### config.mk
export PLATFORM = sky130hd
export DESIGN_NAME = clipped_line_rasterizer
export DESIGN_NICKNAME = d
export VERILOG_FILES = /design/src/sv/clr_pkg.sv /design/src/sv/clr_datapath.sv /design/src/sv/clr_controller.sv /design/src/sv/clipped_line_rasterizer.sv
export SDC_FILE = /design/constraint.sdc
export NUM_CORES = 1
export LEC_CHECK = 0
export BUFFER_PORTS_ARGS = -buffer_cell sky130_fd_sc_hd__buf_2
export CAP_MARGIN = 10
export CELL_PAD_IN_SITES_DETAIL_PLACEMENT = 1
export CELL_PAD_IN_SITES_GLOBAL_PLACEMENT = 1
export CORE_ASPECT_RATIO = 0.75
export CORE_MARGIN = 3
export CORE_UTILIZATION = 50
export CTS_CLUSTER_DIAMETER = 50
export CTS_CLUSTER_SIZE = 10
export DETAILED_ROUTE_END_ITERATION = 7
export GPL_TIMING_DRIVEN = 0
export PLACE_DENSITY_LB_ADDON = 0.1
export SYNTH_ARGS = -nofsm -noshare
export SYNTH_HDL_FRONTEND = slang
export SYNTH_SLANG_ARGS = --single-unit
### constraint.sdc
create_clock -name clk -period 9.6 [get_ports clk]
set_clock_uncertainty 0.1 [all_clocks]
set_input_delay 1.44 -clock clk [delete_from_list [all_inputs] [get_ports clk]]
set_output_delay 1.44 -clock clk [all_outputs]
set_load 0.03 [all_outputs]
### src/sv/clr_pkg.sv
package clr_pkg;

    localparam int COORD_BITS_DEF = 12;
    localparam int CFG_W          = 12;
    localparam int REG_IDX_W      = 3;

    localparam logic [REG_IDX_W-1:0] REG_SURFACE_WIDTH  = 3'd0;
    localparam logic [REG_IDX_W-1:0] REG_SURFACE_HEIGHT = 3'd1;
    localparam logic [REG_IDX_W-1:0] REG_CLIP_ENABLE    = 3'd2;
    localparam logic [REG_IDX_W-1:0] REG_CLIP_LEFT      = 3'd3;
    localparam logic [REG_IDX_W-1:0] REG_CLIP_RIGHT     = 3'd4;
    localparam logic [REG_IDX_W-1:0] REG_CLIP_TOP       = 3'd5;
    localparam logic [REG_IDX_W-1:0] REG_CLIP_BOTTOM    = 3'd6;

    localparam logic [CFG_W-1:0] SURFACE_RESET = 12'd2048;

    // step direction codes, two's complement -1 / 0 / +1
    localparam logic [1:0] DIR_ZERO = 2'b00;
    localparam logic [1:0] DIR_POS  = 2'b01;
    localparam logic [1:0] DIR_NEG  = 2'b11;

    typedef enum logic [1:0] {
        ACT_START = 2'd0,
        ACT_PIXEL = 2'd1,
        ACT_VRUN  = 2'd2,
        ACT_HRUN  = 2'd3
    } action_t;

    typedef enum logic [1:0] {
        ST_IDLE,
        ST_SETUP,
        ST_RUN
    } state_t;

    typedef enum logic [1:0] {
        OUT_STEP,
        OUT_SETUP,
        OUT_RUN
    } out_kind_t;

    typedef struct packed {
        logic      load_start;
        logic      setup;
        logic      pixel;
        logic      run_start;
        logic      run_step;
        logic      out_load;
        out_kind_t out_kind;
    } clr_cmd_t;

    typedef struct packed {
        logic done_now;
        logic x_major;
        logic run_go;
    } clr_status_t;

endpackage

### src/sv/clr_datapath.sv
module clr_datapath
    import clr_pkg::*;
#(
    parameter int COORD_BITS = COORD_BITS_DEF
)
(
    input  logic                         clk,
    input  logic                         rst_n,
    input  logic                         cfg_we,
    input  logic [REG_IDX_W-1:0]         cfg_index,
    input  logic [CFG_W-1:0]             cfg_wdata,
    input  logic signed [COORD_BITS-1:0] start_x,
    input  logic signed [COORD_BITS-1:0] start_y,
    input  logic signed [COORD_BITS-1:0] end_x,
    input  logic signed [COORD_BITS-1:0] end_y,
    input  clr_cmd_t                     cmd,
    output clr_status_t                  status,
    output logic signed [COORD_BITS-1:0] point_x,
    output logic signed [COORD_BITS-1:0] point_y,
    output logic                         visible,
    output logic                         done_res
);

    localparam int C  = COORD_BITS;
    localparam int DW = C + 1;
    localparam int EW = C + 3;
    localparam int CW = ((C > 13) ? C : 13) + 1;

    // configuration
    logic [CFG_W-1:0] surface_width_reg;
    logic [CFG_W-1:0] surface_height_reg;
    logic             clip_enable_reg;
    logic [CFG_W-1:0] clip_left_reg;
    logic [CFG_W-1:0] clip_right_reg;
    logic [CFG_W-1:0] clip_top_reg;
    logic [CFG_W-1:0] clip_bottom_reg;

    // line state
    logic signed [C-1:0]  cur_x_reg;
    logic signed [C-1:0]  cur_y_reg;
    logic signed [C-1:0]  stop_x_reg;
    logic signed [C-1:0]  stop_y_reg;
    logic [DW-1:0]        tdx_reg;
    logic [DW-1:0]        tdy_reg;
    logic [1:0]           dir_x_reg;
    logic [1:0]           dir_y_reg;
    logic signed [EW-1:0] err_reg;
    logic signed [EW-1:0] diag_reg;
    logic [DW-1:0]        inc_reg;
    logic                 x_major_reg;
    logic                 moved_reg;

    // output register
    logic signed [C-1:0] point_x_reg;
    logic signed [C-1:0] point_y_reg;
    logic                visible_reg;
    logic                done_reg;

    always_ff @(posedge clk or negedge rst_n)
    begin
        if (!rst_n)
        begin
            surface_width_reg  <= SURFACE_RESET;
            surface_height_reg <= SURFACE_RESET;
            clip_enable_reg    <= 1'b0;
            clip_left_reg      <= '0;
            clip_right_reg     <= '0;
            clip_top_reg       <= '0;
            clip_bottom_reg    <= '0;
        end
        else if (cfg_we)
        begin
            unique case (cfg_index)
                REG_SURFACE_WIDTH:  surface_width_reg  <= cfg_wdata;
                REG_SURFACE_HEIGHT: surface_height_reg <= cfg_wdata;
                REG_CLIP_ENABLE:    clip_enable_reg    <= cfg_wdata[0];
                REG_CLIP_LEFT:      clip_left_reg      <= cfg_wdata;
                REG_CLIP_RIGHT:     clip_right_reg     <= cfg_wdata;
                REG_CLIP_TOP:       clip_top_reg       <= cfg_wdata;
                REG_CLIP_BOTTOM:    clip_bottom_reg    <= cfg_wdata;
                default:            ;
            endcase
        end
    end

    // start setup: order endpoints by y, deltas from both subtraction orders
    logic                swap;
    logic signed [C-1:0] x0, y0, x1, y1;
    logic signed [DW-1:0] dx, ndx, dy, ndy;
    logic [DW-1:0]       abs_dx, abs_dy;
    logic [1:0]          dir_x_calc, dir_y_calc;

    always_comb
    begin
        swap   = start_y > end_y;
        x0     = swap ? end_x : start_x;
        y0     = swap ? end_y : start_y;
        x1     = swap ? start_x : end_x;
        y1     = swap ? start_y : end_y;
        dx     = {x1[C-1], x1} - {x0[C-1], x0};
        ndx    = {x0[C-1], x0} - {x1[C-1], x1};
        dy     = {y1[C-1], y1} - {y0[C-1], y0};
        ndy    = {y0[C-1], y0} - {y1[C-1], y1};
        abs_dx = dx[DW-1] ? ndx : dx;
        abs_dy = dy[DW-1] ? ndy : dy;
        dir_x_calc = dx[DW-1] ? DIR_NEG : ((dx != '0) ? DIR_POS : DIR_ZERO);
        dir_y_calc = dy[DW-1] ? DIR_NEG : ((dy != '0) ? DIR_POS : DIR_ZERO);
    end

    // error setup of start, after the endpoint load: error and increments
    logic                 x_major_calc;
    logic signed [EW-1:0] err_calc;
    logic signed [EW-1:0] diag_calc;

    always_comb
    begin
        x_major_calc = tdx_reg > tdy_reg;
        if (x_major_calc)
        begin
            err_calc  = $signed({2'b00, tdy_reg}) - $signed({3'b000, tdx_reg[DW-1:1]});
            diag_calc = $signed({2'b00, tdy_reg}) - $signed({2'b00, tdx_reg});
        end
        else
        begin
            err_calc  = $signed({2'b00, tdx_reg}) - $signed({3'b000, tdy_reg[DW-1:1]});
            diag_calc = $signed({2'b00, tdx_reg}) - $signed({2'b00, tdy_reg});
        end
    end

    // stepping
    logic                 err_neg;
    logic                 at_stop;
    logic signed [C-1:0]  dir_x_ext, dir_y_ext;
    logic signed [C-1:0]  adv_x, adv_y;
    logic signed [C-1:0]  nx, ny;
    logic signed [EW-1:0] err_inc;
    logic signed [EW-1:0] err_diag;
    logic                 do_pixel;

    always_comb
    begin
        err_neg   = err_reg[EW-1];
        at_stop   = x_major_reg ? (cur_x_reg == stop_x_reg) : (cur_y_reg == stop_y_reg);
        dir_x_ext = {{(C-2){dir_x_reg[1]}}, dir_x_reg};
        dir_y_ext = {{(C-2){dir_y_reg[1]}}, dir_y_reg};
        adv_x     = cur_x_reg + dir_x_ext;
        adv_y     = cur_y_reg + dir_y_ext;
        nx        = (x_major_reg || !err_neg) ? adv_x : cur_x_reg;
        ny        = (!x_major_reg || !err_neg) ? adv_y : cur_y_reg;
        err_inc   = err_reg + $signed({2'b00, inc_reg});
        err_diag  = err_reg + diag_reg;
        do_pixel  = cmd.pixel && !at_stop;
    end

    assign status.done_now = at_stop;
    assign status.x_major  = x_major_reg;
    assign status.run_go   = err_neg && !at_stop;

    always_ff @(posedge clk or negedge rst_n)
    begin
        if (!rst_n)
        begin
            cur_x_reg   <= '0;
            cur_y_reg   <= '0;
            stop_x_reg  <= '0;
            stop_y_reg  <= '0;
            tdx_reg     <= '0;
            tdy_reg     <= '0;
            dir_x_reg   <= DIR_ZERO;
            dir_y_reg   <= DIR_ZERO;
            err_reg     <= '0;
            diag_reg    <= '0;
            inc_reg     <= '0;
            x_major_reg <= 1'b0;
            moved_reg   <= 1'b0;
        end
        else
        begin
            if (cmd.load_start)
            begin
                cur_x_reg  <= x0;
                cur_y_reg  <= y0;
                stop_x_reg <= x1;
                stop_y_reg <= y1;
                tdx_reg    <= {abs_dx[C-1:0], 1'b0};
                tdy_reg    <= {abs_dy[C-1:0], 1'b0};
                dir_x_reg  <= dir_x_calc;
                dir_y_reg  <= dir_y_calc;
            end
            if (cmd.setup)
            begin
                x_major_reg <= x_major_calc;
                err_reg     <= err_calc;
                diag_reg    <= diag_calc;
                inc_reg     <= x_major_calc ? tdy_reg : tdx_reg;
            end
            if (do_pixel)
            begin
                cur_x_reg <= nx;
                cur_y_reg <= ny;
                err_reg   <= err_neg ? err_inc : err_diag;
            end
            if (cmd.run_start)
            begin
                moved_reg <= 1'b0;
            end
            if (cmd.run_step)
            begin
                if (x_major_reg)
                begin
                    cur_x_reg <= adv_x;
                end
                else
                begin
                    cur_y_reg <= adv_y;
                end
                err_reg   <= err_inc;
                moved_reg <= 1'b1;
            end
        end
    end

    // visibility window
    logic signed [CW-1:0] xmin, xmax, ymin, ymax;
    logic signed [CW-1:0] cl, cr, ct, cb, sw, sh;
    logic signed [C-1:0]  pt_x, pt_y;
    logic signed [CW-1:0] px, py;
    logic                 in_window;
    logic                 moved;
    logic                 vis_qual;

    always_comb
    begin
        cl = {{(CW-CFG_W){clip_left_reg[CFG_W-1]}}, clip_left_reg};
        cr = {{(CW-CFG_W){clip_right_reg[CFG_W-1]}}, clip_right_reg};
        ct = {{(CW-CFG_W){clip_top_reg[CFG_W-1]}}, clip_top_reg};
        cb = {{(CW-CFG_W){clip_bottom_reg[CFG_W-1]}}, clip_bottom_reg};
        sw = {{(CW-CFG_W){1'b0}}, surface_width_reg};
        sh = {{(CW-CFG_W){1'b0}}, surface_height_reg};
        xmin = (clip_enable_reg && cl > 0) ? cl : '0;
        ymin = (clip_enable_reg && ct > 0) ? ct : '0;
        xmax = (clip_enable_reg && cr < sw) ? cr : sw;
        ymax = (clip_enable_reg && cb < sh) ? cb : sh;

        pt_x = do_pixel ? nx : cur_x_reg;
        pt_y = do_pixel ? ny : cur_y_reg;
        px   = {{(CW-C){pt_x[C-1]}}, pt_x};
        py   = {{(CW-C){pt_y[C-1]}}, pt_y};
        in_window = (px >= xmin) && (px < xmax) && (py >= ymin) && (py < ymax);
        moved     = (pt_x != cur_x_reg) || (pt_y != cur_y_reg);

        case (cmd.out_kind)
            OUT_STEP:  vis_qual = !at_stop && moved;
            OUT_SETUP: vis_qual = 1'b1;
            OUT_RUN:   vis_qual = moved_reg;
            default:   vis_qual = 1'b0;
        endcase
    end

    always_ff @(posedge clk)
    begin
        if (cmd.out_load)
        begin
            point_x_reg <= pt_x;
            point_y_reg <= pt_y;
            visible_reg <= vis_qual && in_window;
            done_reg    <= (cmd.out_kind == OUT_STEP) && at_stop;
        end
    end

    assign point_x  = point_x_reg;
    assign point_y  = point_y_reg;
    assign visible  = visible_reg;
    assign done_res = done_reg;

endmodule

### src/sv/clr_controller.sv
module clr_controller
    import clr_pkg::*;
(
    input  logic        clk,
    input  logic        rst_n,
    input  logic        in_valid,
    output logic        in_stall,
    input  logic [1:0]  action,
    output logic        out_valid,
    input  logic        out_stall,
    input  clr_status_t status,
    output clr_cmd_t    cmd
);

    state_t  state_reg, state_next;
    logic    out_valid_reg, out_valid_next;
    logic    out_free;
    logic    accept;
    action_t act;
    logic    run_matches;

    assign act         = action_t'(action);
    assign out_free    = !out_valid_reg || !out_stall;
    assign in_stall    = !((state_reg == ST_IDLE) && out_free);
    assign accept      = in_valid && !in_stall;
    assign out_valid   = out_valid_reg;
    // run only along the major axis, and only while the error is negative
    assign run_matches = !status.done_now && status.run_go &&
                         (((act == ACT_VRUN) && !status.x_major) ||
                          ((act == ACT_HRUN) && status.x_major));

    always_comb
    begin
        state_next = state_reg;
        unique case (state_reg)
            ST_IDLE:
            begin
                if (accept)
                begin
                    if (act == ACT_START)
                    begin
                        state_next = ST_SETUP;
                    end
                    else if (act != ACT_PIXEL && run_matches)
                    begin
                        state_next = ST_RUN;
                    end
                end
            end
            ST_SETUP:
            begin
                state_next = ST_IDLE;
            end
            ST_RUN:
            begin
                if (!status.run_go && out_free)
                begin
                    state_next = ST_IDLE;
                end
            end
            default:
            begin
                state_next = ST_IDLE;
            end
        endcase
    end

    always_comb
    begin
        cmd = '0;
        cmd.out_kind = OUT_STEP;
        unique case (state_reg)
            ST_IDLE:
            begin
                if (accept)
                begin
                    unique case (act)
                        ACT_START:
                        begin
                            cmd.load_start = 1'b1;
                        end
                        ACT_PIXEL:
                        begin
                            cmd.pixel    = 1'b1;
                            cmd.out_load = 1'b1;
                        end
                        default:
                        begin
                            if (run_matches)
                            begin
                                cmd.run_start = 1'b1;
                            end
                            else
                            begin
                                cmd.out_load = 1'b1;
                            end
                        end
                    endcase
                end
            end
            ST_SETUP:
            begin
                cmd.setup    = 1'b1;
                cmd.out_load = 1'b1;
                cmd.out_kind = OUT_SETUP;
            end
            ST_RUN:
            begin
                if (status.run_go)
                begin
                    cmd.run_step = 1'b1;
                end
                else if (out_free)
                begin
                    cmd.out_load = 1'b1;
                    cmd.out_kind = OUT_RUN;
                end
            end
            default:
            begin
                cmd = '0;
            end
        endcase
    end

    always_comb
    begin
        out_valid_next = cmd.out_load || (out_valid_reg && out_stall);
    end

    always_ff @(posedge clk or negedge rst_n)
    begin
        if (!rst_n)
        begin
            state_reg     <= ST_IDLE;
            out_valid_reg <= 1'b0;
        end
        else
        begin
            state_reg     <= state_next;
            out_valid_reg <= out_valid_next;
        end
    end

`ifndef SYNTHESIS
    a_load_needs_free_slot: assert property (
        @(posedge clk) disable iff (!rst_n)
        cmd.out_load |-> (!out_valid_reg || !out_stall))
        else $error("result loaded over a pending transaction");

    a_start_goes_to_setup: assert property (
        @(posedge clk) disable iff (!rst_n)
        (accept && act == ACT_START) |=> (state_reg == ST_SETUP))
        else $error("start transaction did not enter setup");

    a_setup_gives_result: assert property (
        @(posedge clk) disable iff (!rst_n)
        (state_reg == ST_SETUP) |=> out_valid_reg)
        else $error("setup finished without a result");

    a_run_step_not_at_stop: assert property (
        @(posedge clk) disable iff (!rst_n)
        cmd.run_step |-> !status.done_now)
        else $error("run stepped past the endpoint");
`endif

endmodule

### src/sv/clipped_line_rasterizer.sv
// Pixel steps and non-moving steps load their result in the cycle after acceptance;
//   start loads the endpoints, then sets up the error and gives its result with it.
// Pixel steps are taken one per cycle while the output is not stalled; a run steps
//   one pixel per cycle through the major-axis adder, taking no input until it ends.
// Reset (rst_n, asynchronous, active low): clears the controller, the line state and
//   the output valid, and returns the configuration registers to their reset values.
module clipped_line_rasterizer
    import clr_pkg::*;
#(
    parameter int COORD_BITS = COORD_BITS_DEF
)
(
    input  logic                         clk,
    input  logic                         rst_n,
    input  logic                         cfg_we,
    input  logic [REG_IDX_W-1:0]         cfg_index,
    input  logic [CFG_W-1:0]             cfg_wdata,
    input  logic                         in_valid,
    output logic                         in_stall,
    input  logic [1:0]                   action,
    input  logic signed [COORD_BITS-1:0] start_x,
    input  logic signed [COORD_BITS-1:0] start_y,
    input  logic signed [COORD_BITS-1:0] end_x,
    input  logic signed [COORD_BITS-1:0] end_y,
    output logic                         out_valid,
    input  logic                         out_stall,
    output logic signed [COORD_BITS-1:0] point_x,
    output logic signed [COORD_BITS-1:0] point_y,
    output logic                         visible,
    output logic                         done_res
);

    clr_cmd_t    cmd;
    clr_status_t status;

    clr_controller u_ctrl (
        .clk       (clk),
        .rst_n     (rst_n),
        .in_valid  (in_valid),
        .in_stall  (in_stall),
        .action    (action),
        .out_valid (out_valid),
        .out_stall (out_stall),
        .status    (status),
        .cmd       (cmd)
    );

    clr_datapath #(
        .COORD_BITS (COORD_BITS)
    ) u_dp (
        .clk       (clk),
        .rst_n     (rst_n),
        .cfg_we    (cfg_we),
        .cfg_index (cfg_index),
        .cfg_wdata (cfg_wdata),
        .start_x   (start_x),
        .start_y   (start_y),
        .end_x     (end_x),
        .end_y     (end_y),
        .cmd       (cmd),
        .status    (status),
        .point_x   (point_x),
        .point_y   (point_y),
        .visible   (visible),
        .done_res  (done_res)
    );

endmodule
After elaboration in Yosys (flattened, before gate mapping)
Index checks and enable logic that the tools add are counted.
Storage, ports and cells
  logic and storage cells: 180
  output and inout bits: 28
  input bits: 70
  bits in registers: 223
Cells by class
  order comparisons: 10
  reduce and logical (&&, ||, !) cells: 51
  mux-type cells: 60
  $add $sub $neg: 12
  equality and inequality tests: 21
Operator list (count)
  12-bit two-way mux: 18
  15-bit two-way mux: 6
  14-bit two-way mux: 4
  12-bit by 14-bit >= comparator with 1-bit output: 2
  12-bit by 14-bit < comparator with 1-bit output: 2
  13-bit by 12-bit subtractor with 14-bit output: 2
  13-bit by 13-bit subtractor with 14-bit output: 2
  12-bit by 13-bit < comparator with 1-bit output: 2
  13-bit nonzero test: 2
  12-bit by 12-bit subtractor with 13-bit output: 2
  12-bit by 2-bit adder with 12-bit output: 2
  12-bit == test: 2
  12-bit by 1-bit > comparator with 1-bit output (second input constant): 2
  12-bit != test: 2
  12-bit subtractor: 2
  1-bit logical AND: 21
  1-bit two-way mux: 16
  2-bit two-way mux: 8
  15-bit by 14-bit adder with 15-bit output: 1
  15-bit adder: 1
  2-bit AND reduction: 7
  13-bit > comparator: 1
  13-bit two-way mux: 1
  12-bit > comparator: 1
  other kinds (19): 45

Logic depth before layout (Yosys ltp)
Gate-level depths: netlist of the first run.
  depth in word-level cells: 17
  depth in mapped cells: 23

Hierarchy
Synthesis of the first run repeated with hierarchy kept, for this count alone.
Unflattened totals
  cell total of the unflattened synthesis: 2411
  area, all modules: 19857.8 sq um
By module, submodules not included
  clr_datapath: cells an instance 2373, area each 19537.5 sq um, times used 1, sequential area each 5537.8 sq um
  clr_controller: cells an instance 38, area each 320.3 sq um, times used 1, sequential area each 75.1 sq um

Worst setup path before layout of the first run
No wires, ideal clock.
  path type: input-to-reg
  start point: input end_y[6]
  end point: register u_dp.tdx_reg[9]
  arrival time: 5402 ps
  setup time: 133 ps
  slack: 3965 ps
  cell stages on the path: 22
  path buffers: 6
  path through: inv_1 > ha_1 > buf_4 > nand2_1 > o21ai_1 > a21o_1 > o211ai_2 > nand2_2 > buf_2 > buf_1 > buf_1 > buf_2 > buf_1 > a21oi_1 > ha_1 > a211oi_1 > o211ai_1 > o41ai_1 > nor2_1 > mux2i_1 > xnor2_1 > o21ai_1
On the way
  cells in the longest elaborated chain, start to end: 4
  elaborated cells between the ends (all ways): 6
Ends and longest elaborated chain
  start, declared: RTL line clipped_line_rasterizer.sv:24  | input logic signed [COORD_BITS-1:0] end_y,
  12-bit > comparator (*): RTL line clr_datapath.sv:95  | swap = start_y > end_y;
  12-bit two-way mux (on tied branches): RTL line clr_datapath.sv:98, clr_datapath.sv:96
  12-bit by 12-bit subtractor with 13-bit output or 12-bit subtractor (tied branches): RTL line clr_datapath.sv:100, clr_datapath.sv:101
  12-bit two-way mux (*): RTL line clr_datapath.sv:104  | abs_dx = dx[DW-1] ? ndx : dx;
  end signal, assigned: RTL line clr_datapath.sv:185  | tdx_reg <= {abs_dx[C-1:0], 1'b0};
  end, declared: RTL line clr_datapath.sv:43  | logic [DW-1:0] tdx_reg;
Every way passes the cells marked *; elsewhere a longest branch is shown, timed or not.
A chain may end at the register's enable or synchronous reset.

Worst setup path in the final report of the first run
  start point: input end_y[11]
  end point: register u_dp.tdx_reg[11]
Same word-level chain as after synthesis.

==> metrics.txt, run 1 <==
status=finished clean; drt drc=0; first-pass GRT wire length=115000 um; initial antenna violation count=0; layout cells sized above 1=about a tenth; Seq/Total Area, Yosys=between 20% and 30%; die area=41900 um2; predominant post-synthesis flop cell=dfrtp_1; input/output buffers=93; Crit Path Max Fanout=10; Core Footprint=38600 um2; drt wl/cell=roughly 24 um; Arr. time, crit path=7.85 ns; Initial Util=51.1%; cell family with most CP delay=buffers and inverters; Largest register FFs=14; pin count of the biggest net entering global routing=100; Syn Area/Cell=8.33 um2; GR Util met2=56.5%; non-filler cells, final=3033; Rows=62; CP max-delay cell=buf_1; Syn Inst Count=2368; Slew headroom=30.6%; Clk network pwr share=roughly 14%; Detail Route Antenna Nets=0; unrepaired setup endpoints after global routing=no; fraction of registers with async set/reset=88.1%; WL final=73900 um; synth unique cells=97; Switch Pwr=a little under 4 mW; CTS Buf Count=29; vias in the first global route=just over 20000; Slew @ Worst Pin=1.03 ns; Max rail drop VDD=approximately 0.23 mV; M3 GR Usage=between 5 and 6%; P&R area growth vs syn=10.8%; hpwl dp=57600 um; maxcap violations=0; Comb pwr share=about two thirds; Internal=3.98 mW; Ports=98; commonest non-fill, non-tap cell in the layout=nand2_1; placed insts=2979; Max Freq=133 MHz; Max Transition Viols Final=0; crit path launch type=primary input; Switching Fraction=49.8%; crit-path cells=buf_2 > inv_1 > ha_1 > buf_2 > inv_1 > buf_1 > nand2_1 > nand2_2 > buf_2 > buf_1 > buf_1 > buf_2 > buf_1 > a21oi_1 > ha_1 > a211oi_1 > o211ai_1 > a31oi_1 > xor2_1 > mux2i_1 > o21ai_0; Mapped Area=19700 um2; P_leak=between 9 and 10 nW; Post-CTS Resized=0; Crit. End Element=register; clock insertion delay at the later pin of the skew report=0.59 ns; Final setup violation count=0; Die Wd=235 um; cts hold-fix bufs=0; clk sinks=219; Final Hold Fails=0; clk slew on worst S/H paths=0.06 ns; GR Util All Layers=approximately a third; vias per cell=~6.4; crit path buf inv count=10; Overflow after GRT=0; setup TNS=0 ns; worst-case clock buffer depth=3; part of the power in registers=between 20% and 30%; WS Path Type=primary input to register; period utilization=78.4%; # Post-CTS Setup Buffers=0; via count=19456; busiest grt layer=met2; GPL Wtd Cong=0.962; Pwr per Cell Area=between 300 and 400 nW/um2; DR pass1 iterations=7; most frequent cells in the layout=318 x nand2_1, 191 x dfrtp_1, 177 x ha_1, 168 x o21ai_0, 163 x nor2_1; Final nets=2753; clock root buffer=clkbuf_16; slowest cell delay on critical path=~0.55 ns; Die Span Y=178 um; DR iter-0 viols=roughly 1700; CTS tree=yes; H-tree depth=1; GRT met1 Usage=48.0%; Tmin final=approximately 7.5 ns; HP Class=register to register; Yosys Warn Count=0; WP data required=9.93 ns; Yosys reg bits=approximately 220; Post-synth EDFFs=26
==> power groups by stage <==
stage                     registers, mW  clock network [mW]  logic, mW
after CTS                          1.68                1.11       5.04
final                              1.70                1.10       5.13
after floorplan                    1.63                   0       3.59
after global routing               1.74                1.15       5.64
after global placement             1.68                   0       4.68
after detailed placement           1.69                   0       4.96
==> per-stage QoR <==
step | util (%) | hold slack [ns] | setup slack [ns] | area, um2 | power, mW
floorplan | - | 0.356 | 3.97 | 19700 | 5.21
detailed placement | 54.1 | 0.393 | 1.74 | 20900 | 6.65
global route | 56.6 | 0.423 | 1.85 | 21900 | 8.53
finish | 56.6 | 0.408 | 2.08 | 21900 | 7.93
CTS | 56.6 | 0.408 | 2.31 | 21900 | 7.83
global placement | 53.9 | 0.382 | 1.82 | 20800 | 6.35
==> layout make-up <==
cell class | instances | area [um2]
buffer | 111 | 473
antenna | 1 | 2.50
fill | 4759 | 16800
tap | 512 | 641
sequential | 219 | 5610
clock buffer | 44 | 802
clock inverter | 9 | 143
inverter | 112 | 420
timing repair buffer | 98 | 533
multi-input combinational | 1927 | 13200
==> worst register-to-register path, delay by kind of cell (launching register included) <==
kind,cells,cell delay [ns]
AO/OA/AOI/OAI,9,2.90
flip-flops,1,0.38
XOR/XNOR,1,0.15
buffers and inverters,2,0.68
AND/OR/NAND/NOR,8,1.42
adder cells (fa/ha/maj),1,0.39
==> layer usage <==
layer	share of wire [%]	up-vias	routed length, um
met5	0	-	0
met4	2.6	0	1890
met3	7.4	145	5460
met2	45	719	33100
met1	45	9769	33400
li1	-	8823	-
==> kinds of logic (layout without fill, tap and decap cells) <==
group	count (synthesis)	in the layout	share of synthesized area [%]
buffers and inverters	223	374	4.53
xor gates and xnor gates	141	141	6.26
adders and majority gates	191	191	12.3
and+or+nand+nor	784	784	18.7
AOI/OAI and AO/OA	665	665	22.0
DFF	219	219	28.5
muxes	144	144	7.71
other	1	3	0.0190
==> worst paths after layout <==
check | startpoint | end | slack [ns] | cells past startpoint
max | end_y[11] | u_dp.tdx_reg[11]$_DFFE_PN0P_ | 2.08 | 21
min | u_dp.clip_left_reg[10]$_DFFE_PN0P_ | u_dp.clip_left_reg[10]$_DFFE_PN0P_ | 0.41 | 1
max reg2reg | u_dp.cur_y_reg[4]$_DFF_PN0_ | u_dp.visible$_DFFE_PP_ | 3.33 | 21
min reg2reg | u_dp.clip_left_reg[10]$_DFFE_PN0P_ | u_dp.clip_left_reg[10]$_DFFE_PN0P_ | 0.41 | 1
max in group asynchronous | rst_n | u_dp.stop_y_reg[1]$_DFFE_PN0P_ | 7.63 | 2
min in group asynchronous | rst_n | u_dp.surface_height_reg[7]$_DFFE_PN0P_ | 0.76 | 1
==> synthesized netlist by cell type, drive strengths merged (10+ instances only) <==
library cell | count | area [um2]
ha | 177 | 2210
mux2 | 63 | 709
or3 | 13 | 81.3
o31ai | 11 | 110
mux2i | 81 | 811
nor2b | 45 | 282
nor3 | 42 | 215
nand4 | 23 | 165
and3 | 21 | 136
a21o | 44 | 330
a21boi | 22 | 165
a221oi | 12 | 118
a31oi | 51 | 319
nand2b | 47 | 294
inv | 112 | 420
buf | 37 | 195
a21oi | 135 | 691
o21a | 17 | 128
a211oi | 36 | 280
o21ai | 187 | 936
nor2 | 164 | 623
nand3 | 47 | 235
clkbuf | 74 | 278
xor2 | 44 | 385
nand2 | 319 | 1200
o221ai | 14 | 123
xnor2 | 97 | 850
and2 | 10 | 62.6
dfrtp | 191 | 4780
nor4 | 16 | 100
o211ai | 26 | 214
o22ai | 25 | 156
edfxtp | 26 | 781
Note: power is estimated with default switching activity, not from simulation.
==> run 2: changes to the inputs <==
--- a/config.mk
+++ b/config.mk
@@ -11,7 +11,7 @@
 export CELL_PAD_IN_SITES_GLOBAL_PLACEMENT = 1
 export CORE_ASPECT_RATIO = 0.75
 export CORE_MARGIN = 3
-export CORE_UTILIZATION = 50
+export CORE_UTILIZATION = 44
 export CTS_CLUSTER_DIAMETER = 50
 export CTS_CLUSTER_SIZE = 10
 export DETAILED_ROUTE_END_ITERATION = 7
==> constraint.sdc (replaced) <==
create_clock -name clk -period 6.7 [get_ports clk]
set_clock_uncertainty 0.1 [all_clocks]
set_input_delay 1.005 -clock clk [delete_from_list [all_inputs] [get_ports clk]]
set_output_delay 1.005 -clock clk [all_outputs]
set_load 0.03 [all_outputs]
==> run 2 against run 1 <==
  * Via count decreased by 1.6%
  * Clock power increased by 42%
  * Critical endpoint is now u_dp.visible$_DFFE_PP_
  * Core utilization decreased by 6.5 points
  * Critical path type is now register to register
  * First-iteration DRC count decreased by 17%
==> metrics.txt, run 2 (synthesis gave the netlist of run 1 again) <==
status=finished clean; CTS tree=yes; hpwl dp=a little under 60000 um; flop2flop setup slack=0.27 ns; worst-case clock buffer depth=3; Tmin final=6.43 ns; Initial Util=between 40% and 50%; WP data required=6.95 ns; pin count of the biggest net entering global routing=103; clk slew on worst S/H paths=0.06 ns; clock insertion delay at the later pin of the skew report=approximately 0.59 ns; first-pass GRT wire length=115000 um; layout cells sized above 1=10.2%; worst r2r path cells=21; drt drc=0; GR Util All Layers=30.6%; capturing point of the worst reg2reg path=u_dp.visible$_DFFE_PP_; P&R area growth vs syn=11.3%; Max Freq=~160 MHz; DR iter-0 viols=1440; WS Path Type=register to register; GPL Wtd Cong=0.951; WL final=approximately 74000 um; Core Footprint=between 40000 and 50000 um2; CP max-delay cell=o21ai_0; crit-path cells=clkbuf_1 > xnor2_1 > nand4_1 > nor4_1 > a21oi_1 > and4_1 > nand2_1 > clkbuf_1 > o21ai_0 > ha_1 > nor2b_1 > o21a_1 > o21a_1 > o21ai_0 > nand2b_1 > a21oi_1 > nor2_1 > a2111oi_0 > o21ai_0 > and4_1 > o311a_1; die area=47400 um2; drt wl/cell=23.7 um; Ports=98; cts hold-fix bufs=0; most frequent cells in the layout=318 x nand2_1, 191 x dfrtp_1, 177 x ha_1, 168 x o21ai_0, 163 x nor2_1; HP Class=primary input to async pin; setup TNS=0 ns; dpl cell area=21000 um2; commonest non-fill, non-tap cell in the layout=nand2_1; slowest cell delay on critical path=0.83 ns; critical path's most frequent cell=o21ai_0; Rows=66; via count=19151; # Post-CTS Setup Buffers=0; Max Transition Viols Final=0; Slew headroom=28.8%; Final Hold Fails=0; clk sinks=around 220; Max rail drop VDD=0.265 mV; vias per cell=roughly 6; input/output buffers=93; Crit. End Element=register; Post-CTS Resized=0; Die Span Y=~190 um; Overflow after GRT=0; Final setup violation count=0; crit path launch type=register; clock root buffer=clkbuf_16; Crit Path Max Fanout=10; Largest register FFs=14; maxcap violations=0; Die Wd=251 um; vias in the first global route=19803; initial antenna violation count=2; Arr. time, crit path=between 6 and 7 ns; FF-to-FF Start=u_dp.cur_y_reg[4]$_DFF_PN0_; Detail Route Antenna Nets=0; placed insts=3044; final instance area=22000 um2; Final nets=approximately 2800; unrepaired setup endpoints after global routing=no; non-filler cells, final=3101; Pwr per Cell Area=slightly above 500 nW/um2; Slew @ Worst Pin=1.06 ns; CTS Buf Count=31; DR pass1 iterations=6; H-tree depth=1; period utilization=96.0%; P_leak=9.62 nW
-- run 2: critical path, delay by kind of cell, from the launching register on --
kind	cells	cell delay, ns
DFF	1	0.40
xor gates and xnor gates	1	0.12
adders and majority gates	1	0.39
and+or+nand+nor	8	1.36
AOI/OAI and AO/OA	9	3.09
buffers and inverters	2	0.72
-- run 2: metal layers --
layer | track usage [%] | share of wire, % | vias up
li1 | - | - | 8848
met4 | 6.43 | 2.2 | 0
met3 | 4.27 | 5.9 | 100
met1 | 44.7 | 48 | 9646
met2 | 48.4 | 44 | 557
met5 | 0 | 0 | -
-- run 2: power breakdown --
group,internal (mW),total [mW],switching [mW]
Combinational,2.90,7.31,4.41
Sequential,1.86,2.43,0.572
Clock,0.916,1.56,0.647
Total,5.67,11.3,5.63
-- run 2: worst max-delay path by stage --
stage                                     start                          end  slack, ns  depth (start not counted)
floorplan                              end_y[6]  u_dp.tdx_reg[9]$_DFFE_PN0P_       1.50                         22
global placement                      end_y[11]  u_dp.tdx_reg[9]$_DFFE_PN0P_      -0.64                         22
detailed placement                    end_y[11]  u_dp.tdx_reg[9]$_DFFE_PN0P_      -0.71                         22
CTS                                   end_y[11]  u_dp.tdx_reg[9]$_DFFE_PN0P_       0.31                         21
global route                           end_y[6]  u_dp.tdx_reg[9]$_DFFE_PN0P_      0.009                         22
finish              u_dp.cur_y_reg[4]$_DFF_PN0_       u_dp.visible$_DFFE_PP_       0.27                         21
-- run 2: through the flow --
step | hold slack, ns | util (%) | setup WS [ns] | power [mW]
floorplan | 0.356 | - | 1.50 | 7.47
global placement | 0.383 | 47.7 | -0.636 | 9.18
detailed placement | 0.379 | 47.9 | -0.711 | 9.56
CTS | 0.355 | 50.1 | 0.312 | 11.2
global route | 0.367 | 50.1 | 0.00946 | 12.2
finish | 0.297 | 50.1 | 0.266 | 11.3
-- run 2: area by class of cell --
type                            instances  area [um2]
Clock buffer                           47         846
Clock inverter                         11         115
Inverter                              112         420
Sequential cell                       219        5610
Fill cell                            5298       21900
Tap cell                              578         723
Antenna cell                            1        2.50
Buffer                                109         468
Multi-Input combinational cell       1927       13200
Timing Repair Buffer                   97         529
